--- src/rtl/vcr_pkg.sv ---
`default_nettype none

package vcr_pkg;

    localparam int VALUE_BITS_DEF = 32;
    localparam int STEP_BITS      = 31;
    // five times the largest step fits here
    localparam int MULT_BITS      = 34;
    localparam int QUO_BITS       = 8;
    // 255 * remainder, remainder below 2**STEP_BITS
    localparam int NUM_BITS       = STEP_BITS + QUO_BITS;
    localparam int SEGMENTS       = 5;

    localparam logic [7:0] FULL = 8'hff;

    localparam logic REG_LOW_BOUND = 1'b0;
    localparam logic REG_STEP_SIZE = 1'b1;

    typedef enum logic [2:0] {
        SEG_BLUE_UP,
        SEG_GREEN_UP,
        SEG_BLUE_DOWN,
        SEG_RED_UP,
        SEG_GREEN_DOWN
    } vcr_seg_t;

    typedef struct packed {
        logic     black;
        logic     white;
        vcr_seg_t seg;
    } vcr_class_t;

endpackage

`default_nettype wire

--- src/rtl/vcr_front.sv ---
`default_nettype none

// Difference, segment search, remainder and 255 * remainder over four stages.
module vcr_front #(
    parameter int VALUE_BITS = vcr_pkg::VALUE_BITS_DEF
) (
    input  wire logic                                 aclk,
    input  wire logic                                 aresetn,
    input  wire logic                                 adv,
    input  wire logic                                 in_valid,
    input  wire logic signed [VALUE_BITS-1:0]         sample_value,
    input  wire logic signed [VALUE_BITS-1:0]         low_bound,
    input  wire logic        [vcr_pkg::STEP_BITS-1:0] step_size,
    output logic                                      out_valid,
    output vcr_pkg::vcr_class_t                       out_class,
    output logic             [vcr_pkg::NUM_BITS-1:0]  out_num
);
    import vcr_pkg::*;

    localparam int DW = VALUE_BITS + 1;
    localparam int CW = (DW > MULT_BITS + 1) ? DW : MULT_BITS + 1;

    logic [MULT_BITS-1:0] mult_reg [1:SEGMENTS];

    logic [DW-1:0]        diff_reg;
    logic                 v1_reg;

    logic [CW-1:0]        diff_ext;
    logic [SEGMENTS:1]    ge_reg;
    logic                 black2_reg;
    logic [MULT_BITS-1:0] diff2_reg;
    logic                 v2_reg;

    vcr_class_t           cls3_next;
    vcr_class_t           cls3_reg;
    logic [MULT_BITS-1:0] mult_sel;
    logic [MULT_BITS-1:0] rem_full;
    logic [STEP_BITS-1:0] rem3_reg;
    logic                 v3_reg;

    vcr_class_t           cls4_reg;
    logic [NUM_BITS-1:0]  num4_reg;
    logic                 v4_reg;

    // multiples track step; user must change it only while idle; unenforced
    always_ff @(posedge aclk) begin
        for (int k = 1; k <= SEGMENTS; k++) begin
            mult_reg[k] <= MULT_BITS'(step_size) * MULT_BITS'(k);
        end
    end

    always_ff @(posedge aclk) begin
        if (!aresetn) begin
            v1_reg <= 1'b0;
            v2_reg <= 1'b0;
            v3_reg <= 1'b0;
            v4_reg <= 1'b0;
        end else if (adv) begin
            v1_reg <= in_valid;
            v2_reg <= v1_reg;
            v3_reg <= v2_reg;
            v4_reg <= v3_reg;
        end
    end

    assign diff_ext = CW'(diff_reg);

    always_comb begin
        cls3_next.black = black2_reg;
        cls3_next.white = ge_reg[5];
        if (ge_reg[4]) begin
            cls3_next.seg = SEG_GREEN_DOWN;
        end else if (ge_reg[3]) begin
            cls3_next.seg = SEG_RED_UP;
        end else if (ge_reg[2]) begin
            cls3_next.seg = SEG_BLUE_DOWN;
        end else if (ge_reg[1]) begin
            cls3_next.seg = SEG_GREEN_UP;
        end else begin
            cls3_next.seg = SEG_BLUE_UP;
        end
    end

    always_comb begin
        unique case (cls3_next.seg)
            SEG_GREEN_UP:   mult_sel = mult_reg[1];
            SEG_BLUE_DOWN:  mult_sel = mult_reg[2];
            SEG_RED_UP:     mult_sel = mult_reg[3];
            SEG_GREEN_DOWN: mult_sel = mult_reg[4];
            default:        mult_sel = '0;
        endcase
    end

    // true remainder is below the step, so low bits suffice
    assign rem_full = diff2_reg - mult_sel;

    always_ff @(posedge aclk) begin
        if (adv) begin
            // one extra sign bit keeps the signed difference exact
            diff_reg <= {sample_value[VALUE_BITS-1], sample_value}
                        - {low_bound[VALUE_BITS-1], low_bound};

            black2_reg <= diff_reg[DW-1];
            diff2_reg  <= diff_ext[MULT_BITS-1:0];
            for (int k = 1; k <= SEGMENTS; k++) begin
                ge_reg[k] <= (diff_ext >= CW'(mult_reg[k]));
            end

            cls3_reg <= cls3_next;
            rem3_reg <= rem_full[STEP_BITS-1:0];

            cls4_reg <= cls3_reg;
            num4_reg <= {rem3_reg, {QUO_BITS{1'b0}}} - NUM_BITS'(rem3_reg);
        end
    end

    assign out_valid = v4_reg;
    assign out_class = cls4_reg;
    assign out_num   = num4_reg;

endmodule

`default_nettype wire

--- src/rtl/vcr_div.sv ---
`default_nettype none

// Restoring divide of 255 * remainder by the step, one quotient bit a stage.
module vcr_div (
    input  wire logic                                 aclk,
    input  wire logic                                 aresetn,
    input  wire logic                                 adv,
    input  wire logic                                 in_valid,
    input  wire vcr_pkg::vcr_class_t                  in_class,
    input  wire logic        [vcr_pkg::NUM_BITS-1:0]  in_num,
    input  wire logic        [vcr_pkg::STEP_BITS-1:0] step_size,
    output logic                                      out_valid,
    output vcr_pkg::vcr_class_t                       out_class,
    output logic             [vcr_pkg::QUO_BITS-1:0]  out_ramp
);
    import vcr_pkg::*;

    logic                vld_reg  [1:QUO_BITS];
    vcr_class_t          cls_reg  [1:QUO_BITS];
    logic [NUM_BITS-1:0] part_reg [1:QUO_BITS];
    logic [QUO_BITS-1:0] quo_reg  [1:QUO_BITS];

    logic                vld_in   [0:QUO_BITS-1];
    vcr_class_t          cls_in   [0:QUO_BITS-1];
    logic [NUM_BITS-1:0] part_in  [0:QUO_BITS-1];
    logic [QUO_BITS-1:0] quo_in   [0:QUO_BITS-1];

    assign vld_in[0]  = in_valid;
    assign cls_in[0]  = in_class;
    assign part_in[0] = in_num;
    assign quo_in[0]  = '0;

    for (genvar i = 0; i < QUO_BITS; i++) begin : g_stage
        logic [NUM_BITS-1:0] dsh;
        logic [NUM_BITS:0]   trial;

        assign dsh   = NUM_BITS'(step_size) << (QUO_BITS - 1 - i);
        assign trial = {1'b0, part_in[i]} - {1'b0, dsh};

        always_ff @(posedge aclk) begin
            if (!aresetn) begin
                vld_reg[i+1] <= 1'b0;
            end else if (adv) begin
                vld_reg[i+1] <= vld_in[i];
            end
        end

        always_ff @(posedge aclk) begin
            if (adv) begin
                cls_reg[i+1]  <= cls_in[i];
                part_reg[i+1] <= trial[NUM_BITS] ? part_in[i] : trial[NUM_BITS-1:0];
                quo_reg[i+1]  <= {quo_in[i][QUO_BITS-2:0], ~trial[NUM_BITS]};
            end
        end

        if (i > 0) begin : g_link
            assign vld_in[i]  = vld_reg[i];
            assign cls_in[i]  = cls_reg[i];
            assign part_in[i] = part_reg[i];
            assign quo_in[i]  = quo_reg[i];
        end
    end

    assign out_valid = vld_reg[QUO_BITS];
    assign out_class = cls_reg[QUO_BITS];
    assign out_ramp  = quo_reg[QUO_BITS];

endmodule

`default_nettype wire

--- src/rtl/value_to_colour_ramp.sv ---
`default_nettype none

// Maps a signed sample to an RGB colour on a five-segment rainbow scale
// (blue, cyan, green, yellow, red), black below low_bound and white from
// low_bound + 5 * step_size up. One transfer is taken every cycle unless the
// pipeline holds; each result passes the front end, the eight-stage divider
// that forms the ramp 255 * (diff mod step) / step, and the output register.
// The whole pipeline holds while m_tready is low and a result waits.
// Registers are written through cfg_*: index 0 is low_bound, index 1 is
// step_size (low 31 bits of cfg_data). Write them only with the pipeline empty.
module value_to_colour_ramp #(
    parameter int VALUE_BITS = vcr_pkg::VALUE_BITS_DEF
) (
    input  wire logic                                    aclk,
    input  wire logic                                    aresetn,
    input  wire logic                                    s_tvalid,
    output logic                                         s_tready,
    // sample_value
    input  wire logic [((VALUE_BITS + 7) / 8) * 8 - 1:0] s_tdata,
    output logic                                         m_tvalid,
    input  wire logic                                    m_tready,
    // blue, green, red from the top byte down
    output logic [23:0]                                  m_tdata,
    input  wire logic                                    cfg_valid,
    output logic                                         cfg_ready,
    input  wire logic                                    cfg_index,
    input  wire logic [((VALUE_BITS > vcr_pkg::STEP_BITS) ?
                        VALUE_BITS : vcr_pkg::STEP_BITS) - 1:0] cfg_data
);
    import vcr_pkg::*;

    logic signed [VALUE_BITS-1:0] low_bound_reg;
    logic        [STEP_BITS-1:0]  step_size_reg;

    logic                adv;
    logic                f_valid;
    vcr_class_t          f_class;
    logic [NUM_BITS-1:0] f_num;
    logic                d_valid;
    vcr_class_t          d_class;
    logic [QUO_BITS-1:0] d_ramp;

    logic [7:0] red_next, green_next, blue_next;
    logic [7:0] red_reg, green_reg, blue_reg;
    logic       out_valid_reg;

    assign cfg_ready = 1'b1;

    always_ff @(posedge aclk) begin
        if (!aresetn) begin
            low_bound_reg <= '0;
            step_size_reg <= STEP_BITS'(1);
        end else if (cfg_valid) begin
            case (cfg_index)
                REG_LOW_BOUND: low_bound_reg <= cfg_data[VALUE_BITS-1:0];
                REG_STEP_SIZE: step_size_reg <= cfg_data[STEP_BITS-1:0];
                default: ;
            endcase
        end
    end

    assign adv      = !out_valid_reg || m_tready;
    assign s_tready = adv;

    vcr_front #(
        .VALUE_BITS (VALUE_BITS)
    ) u_front (
        .aclk         (aclk),
        .aresetn      (aresetn),
        .adv          (adv),
        .in_valid     (s_tvalid),
        .sample_value (s_tdata[VALUE_BITS-1:0]),
        .low_bound    (low_bound_reg),
        .step_size    (step_size_reg),
        .out_valid    (f_valid),
        .out_class    (f_class),
        .out_num      (f_num)
    );

    vcr_div u_div (
        .aclk      (aclk),
        .aresetn   (aresetn),
        .adv       (adv),
        .in_valid  (f_valid),
        .in_class  (f_class),
        .in_num    (f_num),
        .step_size (step_size_reg),
        .out_valid (d_valid),
        .out_class (d_class),
        .out_ramp  (d_ramp)
    );

    always_comb begin
        red_next   = '0;
        green_next = '0;
        blue_next  = '0;
        if (d_class.black) begin
            red_next   = '0;
        end else if (d_class.white) begin
            red_next   = FULL;
            green_next = FULL;
            blue_next  = FULL;
        end else begin
            case (d_class.seg)
                SEG_BLUE_UP: begin
                    blue_next = d_ramp;
                end
                SEG_GREEN_UP: begin
                    green_next = d_ramp;
                    blue_next  = FULL;
                end
                SEG_BLUE_DOWN: begin
                    green_next = FULL;
                    blue_next  = FULL - d_ramp;
                end
                SEG_RED_UP: begin
                    red_next   = d_ramp;
                    green_next = FULL;
                end
                default: begin
                    red_next   = FULL;
                    green_next = FULL - d_ramp;
                end
            endcase
        end
    end

    always_ff @(posedge aclk) begin
        if (!aresetn) begin
            out_valid_reg <= 1'b0;
        end else if (adv) begin
            out_valid_reg <= d_valid;
        end
    end

    always_ff @(posedge aclk) begin
        if (adv) begin
            red_reg   <= red_next;
            green_reg <= green_next;
            blue_reg  <= blue_next;
        end
    end

    assign m_tvalid = out_valid_reg;
    assign m_tdata  = {blue_reg, green_reg, red_reg};

endmodule

`default_nettype wire
--- config.mk ---
export PLATFORM = sky130hd
export DESIGN_NAME = value_to_colour_ramp
export DESIGN_NICKNAME = d
export VERILOG_FILES = /design/src/rtl/vcr_pkg.sv /design/src/rtl/vcr_front.sv /design/src/rtl/vcr_div.sv /design/src/rtl/value_to_colour_ramp.sv
export SDC_FILE = /design/constraint.sdc
export NUM_CORES = 2
export LEC_CHECK = 0
export BUFFER_PORTS_ARGS = -buffer_cell sky130_fd_sc_hd__clkbuf_2
export CAP_MARGIN = 20
export CORE_ASPECT_RATIO = 0.7
export CORE_UTILIZATION = 55
export DETAILED_ROUTE_END_ITERATION = 12
export GPL_ROUTABILITY_DRIVEN = 0
export GPL_TIMING_DRIVEN = 0
export MAX_ROUTING_LAYER = met4
export PLACE_DENSITY = 0.74
export SLEW_MARGIN = 25
export SYNTH_ARGS = -nofsm -noshare
export SYNTH_HDL_FRONTEND = slang
export SYNTH_HIERARCHICAL = 1
export SYNTH_SLANG_ARGS = --single-unit
--- constraint.sdc ---
create_clock -name aclk -period 20.6 [get_ports aclk]
set_clock_uncertainty 0.05 [all_clocks]
set_input_delay 4.12 -clock aclk [delete_from_list [all_inputs] [get_ports aclk]]
set_output_delay 4.12 -clock aclk [all_outputs]
set_load 0.02 [all_outputs]
Yosys cells after proc, flatten, opt, wreduce, memory -nomap -nowiden
Memories as Yosys holds them, arrays and structs flattened. A register that Yosys moved wholly into a read port is not among the register bits.
Index checks and enable logic that the tools add are counted.
W data, S select, Z words.
{ "word_totals": {"reg_bits": 241, "memories": 5, "elab_cells": 109, "out_inout_bits": 27, "ram_bits": 594, "inputBits": 70} }
{ "classes": {"n_addsub": 12, "n_mux": 32, "eq_ne": 7, "n_bitwise": 17, "n_mul": 2, "n_reduce_logical": 8, "order_cmp": 5} }
{ "mem_list": {"columns": ["memory", "words", "word_bits", "rd", "rd_clocked_by_memory_dff", "wr", "line", "source"], "rows": [
  ["u_div.part_reg", 8, 39, 7, 0, 8, "vcr_div.sv:20", "logic [NUM_BITS-1:0] part_reg [1:QUO_BITS];"],
  ["u_front.mult_reg", 5, 34, 5, 0, 5, "vcr_front.sv:23", "logic [MULT_BITS-1:0] mult_reg [1:SEGMENTS];"],
  ["u_div.quo_reg", 8, 8, 8, 0, 8, "vcr_div.sv:21", "logic [QUO_BITS-1:0] quo_reg [1:QUO_BITS];"],
  ["u_div.cls_reg", 8, 5, 8, 0, 8, "vcr_div.sv:19", "vcr_class_t cls_reg [1:QUO_BITS];"],
  ["u_div.vld_reg", 8, 1, 8, 1, 8, "vcr_div.sv:18", "logic vld_reg [1:QUO_BITS];"]
]} }
{ "ops": {"columns": ["op", "n"], "rows": [
  ["$mux W39", 8],
  ["$ge A33 B34 Y1", 5],
  ["$pmux W31 S4", 1],
  ["$pmux W8 S3", 2],
  ["$sub A39 B31 Y40", 1],
  ["$sub A39 B32 Y40", 1],
  ["$sub A39 B33 Y40", 1],
  ["$sub A39 B34 Y40", 1],
  ["$sub A39 B35 Y40", 1],
  ["$sub A39 B36 Y40", 1],
  ["$sub A39 B37 Y40", 1],
  ["$sub A39 B38 Y40", 1],
  ["$sub A39 B31 Y39", 1],
  ["$mul A31 B3 Y34 const B", 1],
  ["$mul A31 B2 Y33 const B", 1],
  ["$sub A32 B32 Y33", 1],
  ["$sub A31 B31 Y31", 1],
  ["$mux W8", 3],
  ["$pmux W8 S2", 1],
  ["$mux W1", 14],
  ["$eq A3 B2 Y1 const B", 4],
  ["$mux W3", 3],
  ["$not A1 Y1", 9],
  ["$or A1 B1 Y1", 8],
  ["9 further kinds", 12]
]} }

Longest topological paths before layout
{ "depth": {"word_depth": 7, "mapped_depth": 17, "mapped_depth_nobuf": 15} }

Hierarchy
The synthesis kept the hierarchy.
{ "by_module_without_submodules": {"columns": ["module", "cells_per_inst", "area_per_inst_um2", "n_inst", "seq_area_each_um2"], "rows": [
  ["vcr_div", 2615, 25882.3, 1, 10720.3],
  ["vcr_front", 2058, 19348.6, 1, 6486.2],
  ["value_to_colour_ramp", 378, 3567.2, 1, 2001.9]
]} }

Worst setup path before layout
Ideal clock, no wire load.
{ "synth_path": {"kind": "input to output", "from": "in m_tready", "to": "out s_tready", "t_arrival_ps": 16840, "path_buffers": 0, "path_slack_ps": -410, "path_stages": 1, "t_required_ps": 16430, "path_cell_list": "nand2b_1"} }
{ "synth_via": {"elab_chain_cells": 1} }
{ "synth_rtl": {"columns": ["item", "line", "source"], "rows": [
  ["from (decl)", "value_to_colour_ramp.sv:21", "input wire logic m_tready,"],
  ["$logic_or A1 B1 Y1", "value_to_colour_ramp.sv:62", "assign adv = !out_valid_reg || m_tready;"],
  ["to (decl)", "value_to_colour_ramp.sv:17", "output logic s_tready,"]
]} }
No other way between the ends.

Worst setup path after layout
Same ends and word-level chain as after synthesis.

==> summary.md <==
| Metric | Value |
|---|---|
| Status | `finished, final reports clean` |
| Max cap viols | `0` |
| PD cells | `157 nW/µm²` |
| Cells after Synth | `5,051` |
| Detailed Place HPWL | `98,900 µm` |
| Most frequent cell after synthesis | `ha_1` |
| Nets | `5,891` |
| Top Ports | `97` |
| Yosys Warn Count | `6` |
| Total gr overflow | `0` |
| Hold_ws | `approximately 0.34 ns` |
| Post-synth EDFFs | `531` |
| Fill cell count | `7,168` |
| Sum Neg Setup Slack | `0 ns` |
| TritonCTS buffer count | `71` |
| Vias per std cell | `roughly 6.2` |
| Die area | `89,900 µm²` |
| Cell accounting for the most synthesized area | `edfxtp_1` |
| CTS root buf | `clkbuf_16` |
| Seq/Total Area, Yosys | `0.394` |
| Largest net degree at the start of global routing | `56` |
| Die width | `~360 µm` |
| Initial core utilization | `0.561` |
| Bufs on Longest Clock Path | `3` |
| First-pass GRT wire length | `slightly below 200,000 µm` |
| Average wire per cell in the routed design | `19.8 µm` |
| Reg-to-reg setup timing slack | `14.66 ns` |
| Layout cells sized above 1 | `0.0700` |
| Sw Ratio | `0.416` |
| Period minus WS final | `between 9 and 10 ns` |
| Logic gate share of total power | `0.524` |
| Via total after detailed routing | `around 40,000` |
| Synth Area per Inst | `between 9 and 10 µm²` |
| Number of DRC markers in iteration 0 | `between 4,000 and 5,000` |
| Post-CTS Setup Repair Bufs | `0` |
| Yosys top cell area share | `0.327` |
| Net switching power figure | `3480 µW` |
| DRC violations left | `0` |
| Post-Place Worst Slack | `11.47 ns` |
| Final Max Slew Viols | `0` |
| CP Capture Type | `output pin` |
| Fin. Hold Viols | `0` |
| CTS tree | `yes` |
| Part of the power in registers | `0.318` |
| Pleak | `0.0220 µW` |
| Max-slew headroom | `0.323` |
| Fmax | `around 110 MHz` |
| CTS resizes | `0` |
| Hold Crit Class | `flop to flop` |
| Clk Latency, worst-skew pair | `0.68 ns` |
| CTS Sinks | `694` |
| Worst EP arrival | `slightly below 5 ns` |
| List of most frequent post-synthesis cells | `ha_1, edfxtp_1, a21oi_1` |
| Routed Antenna Nets | `0` |
| Critical Path Fanout Max | `33` |
| Vias in the first global route | `36,149` |
| Worst VDD drop | `0.0823 mV` |
| PortBufs | `95` |
| Post-route setup slack | `11.46 ns` |
| Initial antenna violation count | `4` |
| Die Height | `251 µm` |
| Critical path required time | `16.43 ns` |
| GRT Util Overall | `0.286` |
| Predominant post-synthesis flop cell | `edfxtp_1` |
| Total core area | `87,000 µm²` |
| WS Path Type | `input pin to output pin` |
| Clk network pwr share | `0.158` |
| Worst-margin pin slew | `1.01 ns` |
| Largest cells by area after synthesis | `edfxtp_1, ha_1, dfxtp_1, a21oi_1, a21o_1` |
| Largest register FFs | `273` |
| FF+latch count, synth | `between 600 and 700` |
| Ys async rst share | `0` |
| Cts hold-fix bufs | `0` |
| Post-synthesis net count | `5,711` |
| Routed WL | `127,000 µm` |
| Final period util | `0.444` |
| Syn Std Cell Area | `48,800 µm²` |
| Cell Rows | `90` |
| Synth unique cells | `between 100 and 150` |
| Number of H-tree levels | `3` |
| Unrepaired setup endpoints after global routing | `false` |
| Internal cell power | `4890 µW` |
| Area Growth Syn to Fin | `9.42%` |
| CP Launch Type | `input pin` |
| # setup viols final | `0` |
| Clock Pin Slew Worst Setup and Hold Paths | `about 0.060 ns` |
| DRT Pass-1 Iters | `6` |
==> per-layer routing <==
layer	vias to the layer above	global-route usage	share of wire
met2	1777	0.392	0.40
met3	218	0.0613	0.10
met5	-	-	0
met1	18736	0.427	0.48
li1	19102	-	-
met4	0	0.0677	0.024
==> cells in the final DEF, fill, tap and decap left out, drive strengths merged, types with 13 or more instances in the layout <==
cell,n
ha,579
edfxtp,531
a21oi,523
nand2,449
nor2,344
clkbuf,292
o21ai,285
inv,284
a21o,273
xnor2,207
dfxtp,163
xor2,139
nand3,76
a21boi,75
nand4,73
nor3,71
buf,67
nor2b,60
nand2b,52
a31oi,51
a211oi,51
o21bai,50
and3,48
o21a,46
a221oi,44
mux2,41
o31ai,40
clkinv,31
o211ai,30
and2,24
nor4,24
a2111oi,21
mux2i,18
a211o,15
or2,13
o31a,13
==> worst paths after layout <==
kind	start	to	depth (start not counted)
worst max-delay path	m_tready	s_tready	3
worst min-delay path	u_div/part_reg[0][82]	u_div/part_reg[0][121]	0
worst max register to register	u_front/ge_reg[4]	u_front/rem3_reg[26]	15
worst min register to register	u_div/part_reg[0][82]	u_div/part_reg[0][121]	0
==> power groups by stage <==
| stage | combinational [µW] | sequential (µW) | clock [µW] |
|---|---|---|---|
| finish | 4380 | 2660 | 1320 |
| detailed placement | 4240 | 2670 | 0 |
| CTS | 4280 | 2650 | 1350 |
| global placement | 4140 | 2650 | 0 |
| global route | 4850 | 2700 | 1400 |
| floorplan | 3350 | 2530 | 0 |
==> cell type report <==
| cell class | instances | area [µm²] | area share |
|---|---|---|---|
| clock inverters | 38 | 498 | 0.00933 |
| well taps | 1150 | 1440 | 0.0269 |
| flip-flops and latches | 694 | 19200 | 0.360 |
| inverters | 285 | 1070 | 0.0200 |
| repair buffers | 107 | 753 | 0.0141 |
| multi-input cells | 3910 | 27800 | 0.520 |
| diodes | 1 | 2.50 | 0.0000469 |
| plain buffers | 162 | 776 | 0.0145 |
| clock buffers | 90 | 1890 | 0.0354 |
==> critical path, cell delays in order <==
cell	delay, ns
clkbuf_2	0.07
nand2b_4	0.46
clkbuf_2	0.27
==> cells by family (layout without fill, tap and decap cells) <==
| logic type | Yosys count | after routing | share of synthesized area |
|---|---|---|---|
| flip-flops | 694 | 694 | 0.394 |
| adder cells (fa/ha/maj) | 590 | 590 | 0.153 |
| other | 1 | 2 | 0.0000768 |
| buffers and inverters | 447 | 682 | 0.0378 |
| XOR/XNOR | 346 | 346 | 0.0621 |
| AND/OR/NAND/NOR | 1304 | 1304 | 0.126 |
| AO/OA/AOI/OAI | 1610 | 1610 | 0.214 |
| multiplexers | 59 | 59 | 0.0132 |
==> through the flow <==
step,area [µm²],total power (µW),instances,util
floorplan,48800,5880,5051,-
global placement,50700,6790,6296,0.583
detailed placement,51000,6900,6308,0.586
CTS,53400,8270,6436,0.613
global route,53400,8950,6436,0.613
finish,53400,8370,6437,0.613
No activity file was read; power rests on OpenSTA's default activity.
